===== config.mk =====
export PLATFORM = sky130hd
export DESIGN_NAME = skt_controller
export DESIGN_NICKNAME = d
export VERILOG_FILES = /design/src/rtl/skt_pkg.sv /design/src/rtl/skt_controller.sv
export SDC_FILE = /design/constraint.sdc
export NUM_CORES = 1
export LEC_CHECK = 0
export ABC_AREA = 0
export BUFFER_PORTS_ARGS = -buffer_cell sky130_fd_sc_hd__buf_2
export CORE_AREA = 2 2 39 41
export DETAILED_ROUTE_END_ITERATION = 7
export DIE_AREA = 0 0 41 43
export PLACE_DENSITY_LB_ADDON = 0.12
export REMOVE_ABC_BUFFERS = 1
export SKIP_LAST_GASP = 1
export SLEW_MARGIN = 20
export SYNTH_ARGS = -nofsm -noshare
export SYNTH_HDL_FRONTEND = slang
export SYNTH_SLANG_ARGS = --single-unit

===== constraint.sdc =====
create_clock -name clock -period 1.1 [get_ports clock]
set_input_delay 0.055 -clock clock [delete_from_list [all_inputs] [get_ports clock]]
set_output_delay 0.055 -clock clock [all_outputs]
set_load 0.05 [all_outputs]

===== src/rtl/skt_pkg.sv =====
// Shared types and constants for the sorted key table.
`default_nettype none

package skt_pkg;

   localparam int KEY_W  = 31;
   localparam int NAME_W = 64;
   localparam int QTY_W  = 32;

   typedef enum logic [1:0] {
      CMD_INSERT = 2'd0,
      CMD_SEARCH = 2'd1,
      CMD_UPDATE = 2'd2,
      CMD_LIST   = 2'd3
   } cmd_type;

   typedef enum logic [2:0] {
      ST_OK        = 3'd0,
      ST_DUPLICATE = 3'd1,
      ST_NOT_FOUND = 3'd2,
      ST_FULL      = 3'd3,
      ST_EMPTY     = 3'd4
   } status_type;

   typedef enum logic [2:0] {
      S_IDLE,
      S_COMPARE,
      S_LOCATE,
      S_EXEC,
      S_EMIT,
      S_LIST
   } state_type;

   // Controller to datapath commands.
   typedef struct packed {
      logic       latch_req;
      logic       cmp_en;
      logic       pos_en;
      logic       insert_en;
      logic       update_en;
      logic       idx_clear;
      logic       idx_inc;
      logic       load_out;
      logic       out_zero;
      logic       out_last;
      status_type out_status;
   } ctrl_type;

   // Datapath to controller status.
   typedef struct packed {
      cmd_type cmd;
      logic    hit;
      logic    full;
      logic    empty;
      logic    idx_last;
   } dp_status_type;

endpackage

`default_nettype wire


===== src/rtl/skt_controller.sv =====
// Command sequencer of the sorted key table.
`default_nettype none

module skt_controller (
   input  wire logic                  clock,
   input  wire logic                  reset,
   input  wire logic                  req_valid,
   output logic                       req_ready,
   output logic                       rsp_valid,
   input  wire logic                  rsp_ready,
   input  wire skt_pkg::dp_status_type dp_status,
   output skt_pkg::ctrl_type          ctrl
);

   skt_pkg::state_type  state_ff, state_in;
   skt_pkg::status_type result_ff, result_in;
   logic                zero_ff, zero_in;
   logic                rsp_valid_ff, rsp_valid_in;
   logic                out_free;
   logic                accept;

   assign out_free  = !rsp_valid_ff || rsp_ready;
   assign req_ready = (state_ff == skt_pkg::S_IDLE);
   assign accept    = req_valid && req_ready;
   assign rsp_valid = rsp_valid_ff;

   // next state
   always_comb begin
      state_in = state_ff;
      case (state_ff)
         skt_pkg::S_IDLE: begin
            // the command word comes straight from the port at the accept edge
            if (accept) begin
               state_in = (dp_status.cmd == skt_pkg::CMD_LIST)
                          ? skt_pkg::S_LIST : skt_pkg::S_COMPARE;
            end
         end
         skt_pkg::S_COMPARE: state_in = skt_pkg::S_LOCATE;
         skt_pkg::S_LOCATE:  state_in = skt_pkg::S_EXEC;
         skt_pkg::S_EXEC:    state_in = skt_pkg::S_EMIT;
         skt_pkg::S_EMIT: begin
            if (out_free) begin
               state_in = skt_pkg::S_IDLE;
            end
         end
         skt_pkg::S_LIST: begin
            if (out_free && (dp_status.empty || dp_status.idx_last)) begin
               state_in = skt_pkg::S_IDLE;
            end
         end
         default: state_in = skt_pkg::S_IDLE;
      endcase
   end

   // outputs
   always_comb begin
      ctrl         = '0;
      result_in    = result_ff;
      zero_in      = zero_ff;
      ctrl.latch_req = accept;
      case (state_ff)
         skt_pkg::S_IDLE: begin
            ctrl.idx_clear = accept;
         end
         skt_pkg::S_COMPARE: begin
            ctrl.cmp_en = (dp_status.cmd != skt_pkg::CMD_LIST);
         end
         skt_pkg::S_LOCATE: begin
            ctrl.pos_en = 1'b1;
         end
         skt_pkg::S_EXEC: begin
            case (dp_status.cmd)
               skt_pkg::CMD_INSERT: begin
                  if (dp_status.full) begin
                     result_in = skt_pkg::ST_FULL;
                     zero_in   = 1'b1;
                  end else if (dp_status.hit) begin
                     result_in = skt_pkg::ST_DUPLICATE;
                     zero_in   = 1'b0;
                  end else begin
                     result_in      = skt_pkg::ST_OK;
                     zero_in        = 1'b0;
                     ctrl.insert_en = 1'b1;
                  end
               end
               skt_pkg::CMD_SEARCH, skt_pkg::CMD_UPDATE: begin
                  if (!dp_status.hit) begin
                     result_in = skt_pkg::ST_NOT_FOUND;
                     zero_in   = 1'b1;
                  end else begin
                     result_in      = skt_pkg::ST_OK;
                     zero_in        = 1'b0;
                     ctrl.update_en = (dp_status.cmd == skt_pkg::CMD_UPDATE);
                  end
               end
               default: begin
                  result_in = skt_pkg::ST_OK;
                  zero_in   = 1'b0;
               end
            endcase
         end
         skt_pkg::S_EMIT: begin
            ctrl.load_out   = out_free;
            ctrl.out_status = result_ff;
            ctrl.out_zero   = zero_ff;
            ctrl.out_last   = 1'b1;
         end
         skt_pkg::S_LIST: begin
            ctrl.load_out = out_free;
            if (dp_status.empty) begin
               ctrl.out_status = skt_pkg::ST_EMPTY;
               ctrl.out_zero   = 1'b1;
               ctrl.out_last   = 1'b1;
            end else begin
               ctrl.out_status = skt_pkg::ST_OK;
               ctrl.out_last   = dp_status.idx_last;
               ctrl.idx_inc    = out_free && !dp_status.idx_last;
            end
         end
         default: begin
            ctrl = '0;
         end
      endcase
   end

   always_comb begin
      rsp_valid_in = rsp_valid_ff;
      if (ctrl.load_out) begin
         rsp_valid_in = 1'b1;
      end else if (rsp_ready) begin
         rsp_valid_in = 1'b0;
      end
   end

   always_ff @(posedge clock) begin
      if (reset) begin
         state_ff     <= skt_pkg::S_IDLE;
         result_ff    <= skt_pkg::ST_OK;
         zero_ff      <= 1'b0;
         rsp_valid_ff <= 1'b0;
      end else begin
         state_ff     <= state_in;
         result_ff    <= result_in;
         zero_ff      <= zero_in;
         rsp_valid_ff <= rsp_valid_in;
      end
   end

endmodule

`default_nettype wire


==> results.py, run 1 <==
metrics = {
    "placed_design": {
        "dp_hpwl_um": 873,
        "placed_cells": 105,
        "placed_area_um2": 651,
        "place_congestion": 0.714,
        "portBuffers": 24,
    },
    "detailed_routing": {
        "drcViolationCount": 0,
        "drt_iter0_drc": 13,
        "routed-via-count": 567,
        "dr.pass1.iters": 4,
        "viasPerCell": 4.97,
        "wl_mm": 1.52,
        "wl_per_cell_um": 13.4,
        "final_antenna_net_count": 0,
    },
    "cts": {
        "cts_max_path_buffers": 2,
        "cts_hold_buf": 0,
        "clock_sinks": 6,
        "clkSlewWorstSetupHoldPaths_ns": 0.05,
        "clk_latency_ns": 0.24,
        "clockRootBuffer": "clkbuf_4",
        "h-tree-depth": 1,
        "cts_made_buffers": 3,
        "cts_tree": "done",
    },
    "hold_path": {
        "min_from": "reset",
        "hold_path.class": "in2reg",
        "hold_end": "result_ff[0]$_SDFFE_PP0P_",
        "whs_path_depth": 2,
    },
    "synth": {
        "yosysSeqAreaShare_pct": 26.4,
        "yosysTopAreaCell": "dfxtp_1",
        "synth_common_cells": "nor2_1 (10), dfxtp_1 (6), and2_1 (4), ha_1 (4), nand2_1 (4)",
        "synth_seq_cells": 6,
        "ys_async_sr_fraction_pct": 0,
        "synth_area_um2": 455,
        "synth_edf_count": 0,
        "synth_ff_type": "dfxtp_1",
        "synth_most_common_cell": "nor2_1",
        "synthCells": 58,
        "yosysWarnings": 0,
        "syn_avg_cell_area_um2": 7.85,
        "synth_top_area_share_pct": 26.4,
        "yosys.cell_types.count": 24,
        "yosys-top-cells-area": "dfxtp_1 (26%), ha_1 (11%), nor2_1 (8.2%)",
    },
    "sta": {
        "finalClockSkew_ns": 0.000712,
        "setup_viol": 15,
        "clock.fmax_mhz": 767,
        "post-route-min-period_ns": 1.30,
        "tightest_slew_ns": 0.246,
        "fin_crit_sh_pct": 119,
        "relSlewSlack_pct": 83.7,
        "hold_violations": 0,
        "rsz0062_at_grt": "yes",
        "maxSlewViolCount": 0,
        "setup_ws_ns": -0.204,
    },
    "floorplanning": {
        "chipHeight_um": 43,
        "core_um2": 1380,
        "die-area_um2": 1760,
        "initial_core_util_pct": 32.9,
        "num_rows": 14,
        "fp.dieW_um": 41,
        "ios": 25,
    },
    "layout": {
        "antenna_cells": 0,
        "areaGrowthSynthToFinish_pct": 120,
        "nets": 114,
        "final_cell_count_no_fill": 114,
        "multi_input_area_um2": 432,
        "register_area_um2": 131,
        "layout-drive-gt1-share_pct": 66.3,
        "design_area_um2": 1000,
        "fill_cells": 111,
    },
    "global_routing": {
        "grt.total_usage_pct": 17.9,
        "grt_pass1_vias": 516,
        "overflow": 0,
        "antenna_found_initial": 0,
        "grt_start_max_net_pins": 8,
        "grt_pass1_wl_mm": 2.10,
    },
    "worst_setup_path": {
        "cp.required_ns": 1.04,
        "critical_path_class": "reg2out",
        "timing.rr.end": "result_ff[0]$_SDFFE_PP0P_",
        "endpoint_kind": "output pin",
        "cp_max_fo": 4,
        "start_kind": "register",
        "ff2ff_path_depth": 4,
        "r2r_setup_slack_ns": -0.10,
        "cp.arrival_ns": 1.25,
        "reg2reg_from": "state_ff[1]$_SDFFE_PP0P_",
    },
    "power": {
        "leakage_nw": 0.451,
        "ir_worst_vdd_uv": 472,
        "power_per_cell_area_nw_per_um2": 928,
    },
    "run_status": {
        "outcome": "finished with violations",
        "violations": "setup timing",
    },
    "run": {
        "max-cap-violations": 0,
    },
}
-- cells in the final DEF, fill, tap and decap left out, drive strengths merged, types with 3 or more instances in the layout --
master,synthesis,layout
a21oi,3,3
and2,4,4
buf,3,40
clkbuf,0,3
dfxtp,6,6
ha,4,4
inv,3,3
nand2,4,4
nor2,10,10
nor3b,3,3
-- layer usage --
| metal | vias up | wire, um | global-route usage, % |
|---|---|---|---|
| met2 | 17 | 912 | 29.7 |
| li1 | 281 | - | - |
| met3 | 2 | 57 | 3.14 |
| met5 | - | 0 | 0 |
| met1 | 267 | 537 | 19.0 |
| met4 | 0 | 16 | 12.0 |
-- area by class of cell --
| class | instances | area share, % |
|---|---|---|
| multi-input combinational | 46 | 43.1 |
| timing repair buffer | 40 | 38.4 |
| sequential | 6 | 13.1 |
| clock buffer | 3 | 2.25 |
| tap | 16 | 2.00 |
| inverter | 3 | 1.13 |
-- where the power goes --
group          switching [mW]  internal (mW)  total (mW)  leakage [nW]
registers              0.0191          0.232       0.251        0.0509
logic                   0.255          0.222       0.477         0.386
clock network          0.0771          0.123       0.200        0.0138
-- worst max-delay path: stages, from the launching register on --
cell	delay, ns
dfxtp_4	0.36
buf_6	0.13
nor3_4	0.21
and2_1	0.16
buf_6	0.15
-- per-stage QoR --
| step | power, mW | setup slack (ns) | setup TNS [ns] | hold slack, ns | utilization (%) |
|---|---|---|---|---|---|
| floorplan | 0.454 | -1.11 | -8.24 | 0.124 | - |
| global placement | 0.562 | -0.113 | -0.523 | 0.317 | 47.0 |
| detailed placement | 0.563 | -0.146 | -0.723 | 0.321 | 47.0 |
| CTS | 0.862 | -0.192 | -1.93 | 0.0543 | 64.6 |
| global route | 0.979 | -0.253 | -2.79 | 0.0754 | 72.3 |
| finish | 0.929 | -0.204 | -1.98 | 0.0723 | 72.3 |
-- worst max-delay path by stage --
stage          depth (start not counted)  slack, ns       end                startpoint
2_1_floorplan                          1      -1.11  ctrl[11]  state_ff[0]$_SDFFE_PP0P_
3_3_place_gp                           3      -0.11   ctrl[6]  state_ff[0]$_SDFFE_PP0P_
3_5_place_dp                           4      -0.15  ctrl[12]  state_ff[0]$_SDFFE_PP0P_
4_1_cts                                4      -0.19  ctrl[12]  state_ff[2]$_SDFFE_PP0P_
5_1_grt                                4      -0.25   ctrl[7]  state_ff[2]$_SDFFE_PP0P_
6_report                               4      -0.20   ctrl[7]  state_ff[2]$_SDFFE_PP0P_
-- cell families (layout without fill, tap and decap cells) --
group           after synthesis  in the layout  synth area share [%]
fa+ha+maj                     4              4                  11.0
buf+inv                       6             46                  6.87
compound gates                9              9                  12.1
xor+xnor                      1              1                  1.92
flops                         6              6                  26.4
simple gates                 32             32                  41.8
-- what timing repair did --
action                                 4_1_cts  5_1_grt
resized for setup                           58       20
pin swaps                                   14        2
endpoints found under the hold margin        0        0
setup buffers                                2        4
setup endpoints to repair                   16       17
-- registers in the layout (all words and copies together), names as in the netlist --
name       count
rsp_valid      1
result_ff      2
state_ff       3
Power figures use the tool's default switching activity.
==> run 2, diff against run 1 <==
Clock period 1.1 ns to 1.3 ns, I/O delays scaled along.
==> results.py, run 2 (synthesis gave the netlist of run 1 again) <==
metrics = {
    "sta": {
        "post-route-min-period_ns": 1.31,
        "clock.fmax_mhz": 763,
        "tightest_slew_ns": 0.249,
        "rsz0062_at_grt": "yes",
        "relSlewSlack_pct": 83.2,
        "setup_viol": 2,
        "finalClockSkew_ns": 0.0106,
        "fin_crit_sh_pct": 101,
        "setup_ws_ns": -0.0104,
        "hold_violations": 0,
        "maxSlewViolCount": 0,
    },
    "floorplanning": {
        "initial_core_util_pct": 32.9,
        "die-area_um2": 1760,
        "num_rows": 14,
        "fp.dieW_um": 41,
        "chipHeight_um": 43,
        "ios": 25,
        "core_um2": 1380,
    },
    "global_routing": {
        "grt_pass1_vias": 467,
        "grt_start_max_net_pins": 8,
        "grt_pass1_wl_mm": 1.81,
        "overflow": 0,
        "grt.total_usage_pct": 15.7,
        "antenna_found_initial": 0,
    },
    "hold_path": {
        "min_from": "reset",
        "hold_path.class": "in2reg",
    },
    "placed_design": {
        "portBuffers": 24,
        "place_congestion": 0.712,
        "preCtsSetupSlack_ns": -0.0125,
        "dp_hpwl_um": 872,
    },
    "power": {
        "leakage_nw": 0.378,
        "power_per_cell_area_nw_per_um2": 894,
        "p_total_mw": 0.725,
        "ir_worst_vdd_uv": 504,
    },
    "layout": {
        "fill_cells": 135,
        "multi_input_area_um2": 390,
        "register_area_um2": 131,
        "final_cell_mix": "buf_2 (14), buf_6 (8), nor2_1 (6), buf_4 (6)",
        "largest_register_ffs": 3,
        "areaGrowthSynthToFinish_pct": 78.0,
        "post-route-util_pct": 58.6,
        "nets": 104,
        "antenna_cells": 0,
        "layout-drive-gt1-share_pct": 60.2,
        "mostFrequentLayoutCell": "buf_2",
        "top_register": "state_ff",
    },
    "detailed_routing": {
        "dr.pass1.iters": 2,
        "viasPerCell": 4.87,
        "wl_mm": 1.18,
        "final_antenna_net_count": 0,
        "drcViolationCount": 0,
        "drt_iter0_drc": 7,
        "wl_per_cell_um": 11.3,
        "routed-via-count": 506,
    },
    "worst_setup_path": {
        "crit_buf_inv": 2,
        "critical_path_class": "reg2out",
        "endpoint_kind": "output pin",
        "cpMaxStageDelayCell": "dfxtp_4",
        "cp_max_fo": 4,
        "cp.arrival_ns": 1.25,
        "cp.required_ns": 1.24,
        "start_kind": "register",
        "reg2reg_from": "state_ff[2]$_SDFFE_PP0P_",
        "cp_cell_sequence": "buf_6 -> nor3_4 -> and2_4 -> buf_8",
        "startpoint": "state_ff[2]$_SDFFE_PP0P_",
        "path_delay_family": "flip-flops",
        "max_stage_delay_ns": 0.36,
    },
    "cts": {
        "clock_sinks": 6,
        "h-tree-depth": 1,
        "clockRootBuffer": "clkbuf_4",
        "clkSlewWorstSetupHoldPaths_ns": 0.05,
        "cts_tree": "done",
        "clk_latency_ns": 0.25,
        "cts_hold_buf": 0,
        "cts_max_path_buffers": 2,
        "cts_made_buffers": 3,
    },
    "run": {
        "max-cap-violations": 0,
    },
    "run_status": {
        "violations": "setup timing",
        "outcome": "finished with violations",
    },
}
[run 2: final timing paths]
kind                                                  end  slack (ns)  depth (start not counted)
worst min register to register  result_ff[0]$_SDFFE_PP0P_        0.44                          2
worst max-delay path                              ctrl[7]       -0.01                          4
worst max register to register  result_ff[0]$_SDFFE_PP0P_        0.10                          3
worst min-delay path             state_ff[0]$_SDFFE_PP0P_        0.06                          2
[run 2: power by group]
| part | switching (mW) | internal [mW] |
|---|---|---|
| logic | 0.192 | 0.144 |
| registers | 0.0180 | 0.197 |
| clock network | 0.0695 | 0.105 |
| total | 0.280 | 0.445 |
[run 2: timing repair]
| item | 4_1_cts | 5_1_grt |
|---|---|---|
| buffers inserted | 2 | 0 |
| endpoints found under the setup margin | 14 | 11 |
| gates resized for setup | 29 | 19 |
| pin swaps | 3 | 3 |
[run 2: area by class of cell]
type	count	share of cell area, %
timing repair buffer	30	29.0
sequential	6	16.2
clock buffer	3	2.78
tap	16	2.47
inverter	3	1.39
multi-input combinational	46	48.1
[run 2: through the flow]
step	hold slack, ns	cells	setup TNS, ns	cell area, um^2
after global routing	0.0770	104	-0.151	811
after floorplan	0.134	55	-5.41	435
after detailed placement	0.326	99	-0.0282	606
final	0.0638	104	-0.0164	811
after global placement	0.328	99	0	606
after CTS	0.0575	104	-0.00467	736
[run 2: layer usage]
layer | up-vias | wire (um) | track usage (%)
met5 | - | 0 | 0
met3 | 2 | 71 | 3.14
met1 | 225 | 458 | 16.1
met4 | 0 | 24 | 14.0
met2 | 17 | 624 | 24.7
li1 | 262 | - | -
==> run 3, diff against run 2 <==
Settings changed: ABC_AREA 0 to 1.
==> results.py, run 3 <==
metrics = {
    "detailed_routing": {
        "routed-via-count": 586,
        "viasPerCell": 4.47,
        "drt_iter0_drc": 3,
        "final_antenna_net_count": 0,
        "wl_per_cell_um": 9.28,
        "drcViolationCount": 0,
        "wl_mm": 1.22,
        "dr.pass1.iters": 4,
    },
    "global_routing": {
        "grt_pass1_vias": 498,
        "overflow": 0,
        "antenna_found_initial": 0,
        "grt.total_usage_pct": 16.2,
        "grt_start_max_net_pins": 6,
        "grt_pass1_wl_mm": 1.89,
    },
    "sta": {
        "hold_violations": 0,
        "rsz0062_at_grt": "yes",
        "maxSlewViolCount": 0,
        "finalClockSkew_ns": 0.000934,
        "post-route-min-period_ns": 1.26,
        "setup_viol": 0,
        "tightest_slew_ns": 0.249,
        "relSlewSlack_pct": 83.5,
        "fin_crit_sh_pct": 97.2,
        "clock.fmax_mhz": 791,
    },
    "synth": {
        "synth_common_cells": "inv_1 (19), nand2_1 (15), nor2_1 (14)",
        "yosysTopAreaCell": "dfxtp_1",
        "synthCells": 80,
        "yosysSeqAreaShare_pct": 25.1,
        "synth_most_common_cell": "inv_1",
        "yosys-top-cells-area": "dfxtp_1 (25%), inv_1 (15%), nand2_1 (12%)",
        "yosysWarnings": 0,
        "synth_ff_type": "dfxtp_1",
        "synth_area_um2": 479,
        "synth_top_area_share_pct": 25.1,
        "yosys.cell_types.count": 17,
        "synth_seq_cells": 6,
        "syn_avg_cell_area_um2": 5.99,
        "synth_edf_count": 0,
        "ys_async_sr_fraction_pct": 0,
    },
    "run_status": {
        "outcome": "finished clean",
    },
    "floorplanning": {
        "num_rows": 14,
        "initial_core_util_pct": 34.6,
        "die-area_um2": 1760,
        "core_um2": 1380,
        "fp.dieW_um": 41,
        "ios": 25,
        "chipHeight_um": 43,
    },
    "layout": {
        "mostFrequentLayoutCell": "inv_1",
        "final_cell_mix": "inv_1 (16), nand2_1 (13), buf_2 (13), buf_4 (13), nor2_1 (12)",
        "layout-drive-gt1-share_pct": 45.2,
        "antenna_cells": 0,
        "fill_cells": 145,
        "top_register": "state_ff",
        "final_cell_count_no_fill": 131,
        "largest_register_ffs": 3,
        "areaGrowthSynthToFinish_pct": 62.4,
        "nets": 131,
    },
    "cts": {
        "cts_tree": "done",
        "cts_max_path_buffers": 2,
        "clock_sinks": 6,
        "clockRootBuffer": "clkbuf_4",
        "cts_hold_buf": 0,
        "clkSlewWorstSetupHoldPaths_ns": 0.04,
        "h-tree-depth": 1,
        "clk_latency_ns": 0.24,
        "cts_made_buffers": 3,
    },
    "worst_setup_path": {
        "start_kind": "register",
        "critical_path_class": "reg2out",
        "cp.required_ns": 1.24,
        "endpoint_kind": "output pin",
        "cp.arrival_ns": 1.20,
        "r2r_setup_slack_ns": 0.17,
        "cp_max_fo": 4,
    },
    "placed_design": {
        "portBuffers": 24,
        "place_congestion": 0.677,
        "dp_hpwl_um": 892,
        "placed_cells": 120,
    },
    "power": {
        "ir_worst_vdd_uv": 351,
        "leakage_nw": 0.409,
        "p_total_mw": 0.643,
        "power_per_cell_area_nw_per_um2": 826,
    },
    "run": {
        "max-cap-violations": 0,
    },
    "hold_path": {
        "hold_path.class": "in2reg",
    },
}
==> run 3: cell types whose count changed in the layout (fill, tap and decap cells not counted), sizes merged, moves of 3 or more <==
cell	previous run	this run
inv	3	20
nand2	4	16
nor2	10	15
a21oi	3	7
and2	4	0
clkbuf	3	6
nand3	0	3
nor3b	3	0
==> run 3: cells by family after synthesis <==
| group | count (synthesis) | share of synthesized area, % |
|---|---|---|
| fa+ha+maj | 4 | 10.4 |
| buf+inv | 21 | 17.2 |
| compound gates | 12 | 14.1 |
| flops | 6 | 25.1 |
| simple gates | 37 | 33.2 |
==> run 3: repair_timing <==
action,4_1_cts,5_1_grt
buffers inserted,8,0
endpoints found under the setup margin,9,12
pin swaps,2,2
gates resized for setup,15,18
==> run 3: per-layer routing <==
| layer | vias up | global-route usage, % | part of all wire (%) |
|---|---|---|---|
| met5 | - | 0 | 0 |
| met4 | 0 | 14.0 | 2.2 |
| met3 | 2 | 1.57 | 5.3 |
| met2 | 17 | 26.3 | 52 |
| met1 | 252 | 17.3 | 41 |
| li1 | 315 | - | - |
==> run 3: worst max-delay path, stage by stage, from the launching register on <==
cell	delay, ns
dfxtp_4	0.34
inv_2	0.06
nand2_2	0.08
inv_2	0.08
nand2_2	0.06
o22ai_2	0.16
buf_6	0.18
==> run 3: final cells by class <==
cell class              count  area [um^2]  share of cell area, %
inverters                  20         75.1                   9.65
multi-input cells          53          302                   38.7
flip-flops and latches      6          129                   16.6
clock buffers               3         22.5                   2.89
well taps                  16         20.0                   2.57
repair buffers             33          230                   29.6
==> run 3: path summary, 6_finish.rpt <==
kind                             start                        end  cells past startpoint
max reg2reg   state_ff[0]$_SDFFE_PP0P_  result_ff[1]$_SDFFE_PP0P_                      7
min                              reset   state_ff[0]$_SDFFE_PP0P_                      2
min reg2reg  result_ff[0]$_SDFFE_PP0P_  result_ff[0]$_SDFFE_PP0P_                      2
max           state_ff[1]$_SDFFE_PP0P_                    ctrl[4]                      6
==> run 3: stage by stage <==
step | utilization (%) | setup TNS (ns) | hold slack, ns | setup WS [ns] | area, um^2
after CTS | 53.1 | -0.00767 | 0.0565 | -0.00535 | 734
after floorplan | - | -2.08 | 0.134 | -0.327 | 472
after detailed placement | 44.8 | 0 | 0.323 | 0.0353 | 619
final | 56.2 | 0 | 0.0667 | 0.0362 | 778
after global placement | 44.8 | 0 | 0.309 | 0.0907 | 619
after global routing | 56.2 | -0.0630 | 0.0658 | -0.0311 | 778
==> run 3: report_power, final <==
group | internal [mW] | switching (mW)
Sequential | 0.196 | 0.00975
Clock | 0.104 | 0.0664
Combinational | 0.0886 | 0.178
